$ cat src/design/kvlit_pkg.sv
// ----------------------------------------------------------------------------
// kvlit_pkg
// shared widths, status codes and default table size for the lookup table
// ----------------------------------------------------------------------------
package kvlit_pkg;

	localparam int KEY_W      = 64;
	localparam int VALUE_W    = 64;
	localparam int SLOT_W     = 5;
	localparam int STATUS_W   = 2;
	localparam int DEF_MAX_ENTRIES = 16;

	typedef logic [STATUS_W-1:0] status_t;

	localparam status_t ST_FOUND    = 2'd0;
	localparam status_t ST_INSERTED = 2'd1;
	localparam status_t ST_OVERFLOW = 2'd2;
	localparam status_t ST_NULLKEY  = 2'd3;

endpackage

$ cat src/design/keyed_value_lookup_insert_table.sv
// ----------------------------------------------------------------------------
// keyed_value_lookup_insert_table
// lookup-or-insert table: linear key search in a synchronous key memory,
// values in a second memory with one shared overflow slot
// ----------------------------------------------------------------------------
//
//  channel  dir  handshake            payload
//  -------  ---  -------------------  ---------------------------------
//  in       in   in_valid / in_ready  op, key, write_value
//  out      out  out_valid/ out_ready read_value, slot, status
//
// a null key item goes straight to its result; a hit in slot i searches slots 0
// to i (one more step for a get), a miss searches every filled slot (one more step
// for an overflow get); the key memory read port, one entry per cycle, sets the search length
// items are taken one at a time; the result register lets the next item in
// while a result waits; a full result register holds the item in its last step
// no clearing pass after reset: key slots are only read below the fill count,
// and the overflow value reads as zero until first written
//
module keyed_value_lookup_insert_table #(
	parameter int MAX_ENTRIES = kvlit_pkg::DEF_MAX_ENTRIES
) (
	input  logic                             clk,
	input  logic                             arst_n,
	input  logic                             in_valid,
	output logic                             in_ready,
	input  logic                             op,
	input  logic [kvlit_pkg::KEY_W-1:0]      key,
	input  logic [kvlit_pkg::VALUE_W-1:0]    write_value,
	output logic                             out_valid,
	input  logic                             out_ready,
	output logic [kvlit_pkg::VALUE_W-1:0]    read_value,
	output logic [kvlit_pkg::SLOT_W-1:0]     slot,
	output logic [kvlit_pkg::STATUS_W-1:0]   status
);
	import kvlit_pkg::*;

	localparam int KIW = (MAX_ENTRIES > 1) ? $clog2(MAX_ENTRIES) : 1;
	localparam int CW  = $clog2(MAX_ENTRIES + 1);
	localparam int VIW = CW;

	typedef enum logic [2:0] {
		S_IDLE,
		S_SEARCH,
		S_MISS,
		S_VREAD,
		S_DONE
	} state_t;

	state_t state_q;

	logic [KEY_W-1:0]   key_mem [MAX_ENTRIES];
	logic [VALUE_W-1:0] val_mem [MAX_ENTRIES+1];

	logic [KEY_W-1:0]   key_rd_q;
	logic [VALUE_W-1:0] val_rd_q;

	logic               op_q;
	logic [KEY_W-1:0]   key_q;
	logic [VALUE_W-1:0] wval_q;
	logic [KIW-1:0]     cmp_idx_q;
	logic [CW-1:0]      fill_q;
	logic               ovf_written_q;

	logic [VALUE_W-1:0] res_value_q;
	logic [SLOT_W-1:0]  res_slot_q;
	status_t            res_status_q;

	logic               accept;
	logic               hit;
	logic               last;
	logic               room;
	logic               key_re;
	logic [KIW-1:0]     key_raddr;
	logic               key_we;
	logic               val_re;
	logic [VIW-1:0]     val_raddr;
	logic               val_we;
	logic [VIW-1:0]     val_waddr;
	logic [VALUE_W-1:0] val_wdata;

	assign in_ready = (state_q == S_IDLE);
	assign accept   = in_valid && in_ready;
	assign hit      = (key_rd_q == key_q);
	assign last     = ((CW'(cmp_idx_q) + CW'(1)) == fill_q);
	assign room     = (fill_q < CW'(MAX_ENTRIES));

	// key memory read: slot 0 on accept of a non-null key into a nonempty table, then one slot per cycle
	always_comb begin
		key_re    = 1'b0;
		key_raddr = cmp_idx_q + KIW'(1);
		if (accept && key != '0 && fill_q != '0) begin
			key_re    = 1'b1;
			key_raddr = '0;
		end else if (state_q == S_SEARCH && !hit && !last) begin
			key_re = 1'b1;
		end
	end

	assign key_we = (state_q == S_MISS) && room;

	// value memory accesses
	always_comb begin
		val_re    = 1'b0;
		val_raddr = VIW'(cmp_idx_q);
		val_we    = 1'b0;
		val_waddr = VIW'(cmp_idx_q);
		val_wdata = wval_q;
		if (state_q == S_SEARCH && hit) begin
			val_re = !op_q;
			val_we = op_q;
		end else if (state_q == S_MISS) begin
			if (room) begin
				// a new slot starts at zero unless this item sets it
				val_we    = 1'b1;
				val_waddr = VIW'(fill_q);
				val_wdata = op_q ? wval_q : '0;
			end else begin
				val_re    = !op_q;
				val_raddr = VIW'(MAX_ENTRIES);
				val_we    = op_q;
				val_waddr = VIW'(MAX_ENTRIES);
			end
		end
	end

	always_ff @(posedge clk) begin
		if (key_re) begin
			key_rd_q <= key_mem[key_raddr];
		end
		if (key_we) begin
			key_mem[fill_q[KIW-1:0]] <= key_q;
		end
	end

	always_ff @(posedge clk) begin
		if (val_re) begin
			val_rd_q <= val_mem[val_raddr];
		end
		if (val_we) begin
			val_mem[val_waddr] <= val_wdata;
		end
	end

	always_ff @(posedge clk) begin
		if (accept) begin
			op_q      <= op;
			key_q     <= key;
			wval_q    <= write_value;
			cmp_idx_q <= '0;
		end else if (state_q == S_SEARCH && !hit && !last) begin
			cmp_idx_q <= cmp_idx_q + KIW'(1);
		end
	end

	always_ff @(posedge clk or negedge arst_n) begin
		if (!arst_n) begin
			state_q       <= S_IDLE;
			fill_q        <= '0;
			ovf_written_q <= 1'b0;
			res_value_q   <= '0;
			res_slot_q    <= '0;
			res_status_q  <= ST_FOUND;
			out_valid     <= 1'b0;
			read_value    <= '0;
			slot          <= '0;
			status        <= ST_FOUND;
		end else begin
			if (state_q == S_DONE && (!out_valid || out_ready)) begin
				out_valid <= 1'b1;
			end else if (out_valid && out_ready) begin
				out_valid <= 1'b0;
			end
			unique case (state_q)
				S_IDLE: begin
					if (accept) begin
						if (key == '0) begin
							res_value_q  <= '0;
							res_slot_q   <= '0;
							res_status_q <= ST_NULLKEY;
							state_q      <= S_DONE;
						end else if (fill_q == '0) begin
							state_q <= S_MISS;
						end else begin
							state_q <= S_SEARCH;
						end
					end
				end
				S_SEARCH: begin
					if (hit) begin
						res_slot_q   <= SLOT_W'(cmp_idx_q);
						res_status_q <= ST_FOUND;
						res_value_q  <= wval_q;
						state_q      <= op_q ? S_DONE : S_VREAD;
					end else if (last) begin
						state_q <= S_MISS;
					end
				end
				S_MISS: begin
					if (room) begin
						res_slot_q   <= SLOT_W'(fill_q);
						res_status_q <= ST_INSERTED;
						res_value_q  <= op_q ? wval_q : '0;
						fill_q       <= fill_q + CW'(1);
						state_q      <= S_DONE;
					end else begin
						res_slot_q   <= SLOT_W'(MAX_ENTRIES);
						res_status_q <= ST_OVERFLOW;
						res_value_q  <= wval_q;
						if (op_q) begin
							ovf_written_q <= 1'b1;
						end
						state_q <= op_q ? S_DONE : S_VREAD;
					end
				end
				S_VREAD: begin
					// overflow value reads as zero until first set
					if (res_status_q == ST_OVERFLOW && !ovf_written_q) begin
						res_value_q <= '0;
					end else begin
						res_value_q <= val_rd_q;
					end
					state_q <= S_DONE;
				end
				S_DONE: begin
					if (!out_valid || out_ready) begin
						read_value <= res_value_q;
						slot       <= res_slot_q;
						status     <= res_status_q;
						state_q    <= S_IDLE;
					end
				end
				default: begin
					state_q <= S_IDLE;
				end
			endcase
		end
	end

	a_fill_bound: assert property (@(posedge clk) disable iff (!arst_n)
		fill_q <= CW'(MAX_ENTRIES))
		else $error("fill count beyond table size");

	a_search_in_fill: assert property (@(posedge clk) disable iff (!arst_n)
		state_q == S_SEARCH |-> CW'(cmp_idx_q) < fill_q)
		else $error("search read past filled slots");

	a_insert_grows: assert property (@(posedge clk) disable iff (!arst_n)
		(state_q == S_MISS && room) |=> fill_q == $past(fill_q) + CW'(1))
		else $error("insert did not advance fill count");

	a_null_result: assert property (@(posedge clk) disable iff (!arst_n)
		(out_valid && status == ST_NULLKEY) |-> (read_value == '0 && slot == '0))
		else $error("null key item with nonzero result");

	a_ovf_slot: assert property (@(posedge clk) disable iff (!arst_n)
		(out_valid && status == ST_OVERFLOW) |-> (slot == SLOT_W'(MAX_ENTRIES) && !room))
		else $error("overflow result while table has room");

endmodule

$ cat config.mk
export PLATFORM = sky130hd
export DESIGN_NAME = keyed_value_lookup_insert_table
export DESIGN_NICKNAME = d
export VERILOG_FILES = /design/src/design/kvlit_pkg.sv /design/src/design/keyed_value_lookup_insert_table.sv
export SDC_FILE = /design/constraint.sdc
export NUM_CORES = 2
export LEC_CHECK = 0
export BUFFER_PORTS_ARGS = -buffer_cell sky130_fd_sc_hd__buf_4
export CAP_MARGIN = 20
export CORE_MARGIN = 2
export CORE_UTILIZATION = 29
export CTS_CLUSTER_SIZE = 16
export DETAILED_ROUTE_END_ITERATION = 7
export PLACE_DENSITY_LB_ADDON = 0.25
export RECOVER_POWER = 50
export SKIP_LAST_GASP = 1
export SLEW_MARGIN = 20
export SYNTH_ARGS = -nofsm -noshare
export SYNTH_HDL_FRONTEND = slang
export SYNTH_SLANG_ARGS = --single-unit
export TNS_END_PERCENT = 5
$ cat constraint.sdc
create_clock -name clk -period 10 [get_ports clk]
set_clock_uncertainty 0.1 [all_clocks]
set_input_delay 1 -clock clk [delete_from_list [all_inputs] [get_ports clk]]
set_output_delay 1 -clock clk [all_outputs]
set_load 0.01 [all_outputs]
==> summary.md <==
| Metric | Value |
|---|---|
| Post-synth ARST share | `0.0602` |
| Total gr overflow | `0` |
| Routed length per instance | `27.2 um` |
| Seq pwr share | `0.528` |
| Post-synth EDFFs | `2369` |
| Most area-consuming cells after synthesis | `edfxtp_1 72%, dfrtp_1 3.9%, mux2_2 3.4%` |
| Max Cap Violations | `23` |
| GRT Overall Usage | `0.165` |
| Max clock buf depth | `4` |
| Vias in the first global route | `55.7k` |
| Clock Latency Late Sink | `0.90 ns` |
| Worst Max-Slew Pin Slew | `6.67 ns` |
| TritonCTS clock tree | `built` |
| Root buf cell | `clkbuf_16` |
| RSZ-0062 raised after global routing | `false` |
| Layout cell share with drive strength beyond 1 | `0.175` |
| Clock network power share | `0.469` |
| Sw Share | `0.198` |
| Rows | `213` |
| Final Wtd Congestion | `0.762` |
| CTS Hold Bufs | `0` |
| Multi-input gate area | `22200 um2` |
| Final cell count without fillers | `10.8k` |
| Final number of hold-violating endpoints | `0` |
| Register area share after synthesis | `0.762` |
| P_int | `17.3 mW` |
| Die area | `344000 um2` |
| Largest net degree at the start of global routing | `137` |
| Leak pwr | `36.5 nW` |
| Sw Pwr | `4.27 mW` |
| Pwr dens | `189 nW/um2` |
| Number of library cell types mapped by synthesis | `72` |
| Placed Cells | `10.3k` |
| Hold Path Cell Cnt | `1` |
| Fmax achieved | `148 MHz` |
| TritonRoute pass-1 iters | `6` |
| Setup tns final | `0 ns` |
| Commonest non-fill, non-tap cell in the layout | `edfxtp_1` |
| Max Slew Vio Count | `698` |
| Clk pin slew, worst setup/hold paths | `0.06 ns` |
| Post_cts resized | `0` |
| Hold Crit Class | `in2reg` |
| Total Wirelength | `293 mm` |
| First-pass GRT wire length | `417 mm` |
| Failing checks | `capacitance limit, slew limit` |
| Syn Nets | `5941` |
| Final design utilization | `0.338` |
| Initial DRC count | `5574` |
| M1 GR Usage | `0.233` |
| H-tree depth | `5` |
| Fin area | `114000 um2` |
| Final period util | `0.675` |
| Setup crit end kind | `flip-flop` |
| Status | `complete, but fails checks` |
| Crit start category | `flip-flop` |
| Num ports | `206` |
| Die X | `587 um` |
| Hpwl dp | `153 mm` |
| Number of port buffers | `205` |
| Yosys top cell area share | `0.723` |
| Gr busiest metal | `met2` |
| Top cell type by total area after synthesis | `edfxtp_1` |
| Routed Antenna Nets | `0` |
| Slew HR | `-3.44` |
| Met2 usage | `0.266` |
| Fin crit period | `6.75 ns` |
| Worst path required time | `10.38 ns` |
| Via count | `55.6k` |
| DRC viols | `0` |
| Initial cell density of the core | `0.292` |
| VDD IR max | `0.115 mV` |
| Avg Vias per Cell | `5.16` |
| Clk sink count | `2525` |
| Final nets | `6180` |
| Layout filler cell count | `32.4k` |
| Commonest cells after routing, fill and taps aside | `2369 x edfxtp_1, 337 x o21ai_0, 321 x nand2_1` |
| Antenna violations before repair | `8` |
| Gate power share | `0.003` |
| Post-CTS Setup Inserts | `0` |
| Worst reg2reg path depth | `4` |
| CTS buffer count | `283` |
| Worst EP arrival | `7.13 ns` |
| Dpl cell area | `106000 um2` |
| CP Class | `reg2reg` |
| Synth Cell Area | `98500 um2` |
| Met3 Use GR | `0.0236` |
| Gate Count Post-Synth | `5803` |
| Synth Warn # | `0` |
| Seq cells post-synth | `2525` |
| Chip Height | `587 um` |
| Top FF cell, synth | `edfxtp_1` |
| Post-Syn Area per Cell | `17.0 um2` |
| Core ar. | `337000 um2` |
| P&R area growth vs syn | `15.8%` |
| Max FO, Critical Path | `37` |
| Setup violators final | `0` |
| Reg area | `75000 um2` |
[per-layer routing]
metal	part of all wire	vias to the layer above
li1	-	23800
met4	0.024	2
met2	0.47	1903
met3	0.060	411
met5	0.000044	-
met1	0.45	29500
[worst paths after layout]
kind,startpoint,slack [ns],to
max in group asynchronous,arst_n,3.51,res_value_q[2]
max reg2reg,fill_q[4],3.25,val_mem[16][41]
min reg2reg,slot[4],0.38,slot[4]
max,fill_q[4],3.25,val_mem[16][41]
min in group asynchronous,arst_n,2.48,read_value[34]
min,write_value[33],0.19,wval_q[33]
[flip-flops by register name, indices dropped and copies added (netlist names), 2 cells and up]
signal        count
cmp_idx_q         4
fill_q            5
key_mem        1024
key_q            64
key_rd_q         64
read_value       64
res_slot_q        5
res_status_q      2
res_value_q      64
slot              5
state_q           3
status            2
val_mem        1088
val_rd_q         64
wval_q           64
[cell usage after synthesis (all sizes together) (71+ instances only)]
cell type,instances
o211ai,93
clkbuf,308
and3,116
mux4,133
xnor2,71
a21oi,274
nand3,113
o21ai,340
dfrtp,152
a211oi,127
mux2i,183
edfxtp,2369
buf,106
nand2,330
mux2,300
nor2,75
nor2b,112
[power by group through the flow]
stage	Clock (mW)	Combinational, mW	Sequential (mW)
final	10.1	0.0625	11.4
after global routing	10.7	0.0684	11.4
after CTS	10.3	0.0764	11.4
after detailed placement	0	0.0756	11.6
after global placement	0	0.0751	11.6
after floorplan	0	0.00125	11.6
[area by class of cell]
class,count,share of cell area
clock inverter,138,0.0105
timing repair buffer,368,0.0197
clock buffer,367,0.0676
tap,4515,0.0495
sequential,2525,0.658
antenna,4,0.0000878
multi-input combinational,2854,0.194
inverter,10,0.000406
[through the flow]
stage / power [mW] / setup WS (ns) / hold WS [ns]
2_1_floorplan: 11.6 / 2.96 / 0.341
3_3_place_gp: 11.7 / 3.49 / 0.367
3_5_place_dp: 11.7 / 3.92 / 0.380
4_1_cts: 21.8 / 4.57 / 0.0941
5_1_grt: 22.2 / 2.59 / 0.144
6_report: 21.6 / 3.25 / 0.194
[cells by family after synthesis]
family / synth area share
flops: 0.762
compound gates: 0.0861
simple gates: 0.0443
mux: 0.0833
buf+inv: 0.0172
xor+xnor: 0.00649
fa+ha+maj: 0.000635
[critical path, cell delays in order, from the launching register on]
cell      delay (ns)
dfrtp_1         0.64
nor4bb_1        0.62
buf_4           0.64
and2_0          3.36
buf_4           0.95
Note: power is estimated with default switching activity, not from simulation.
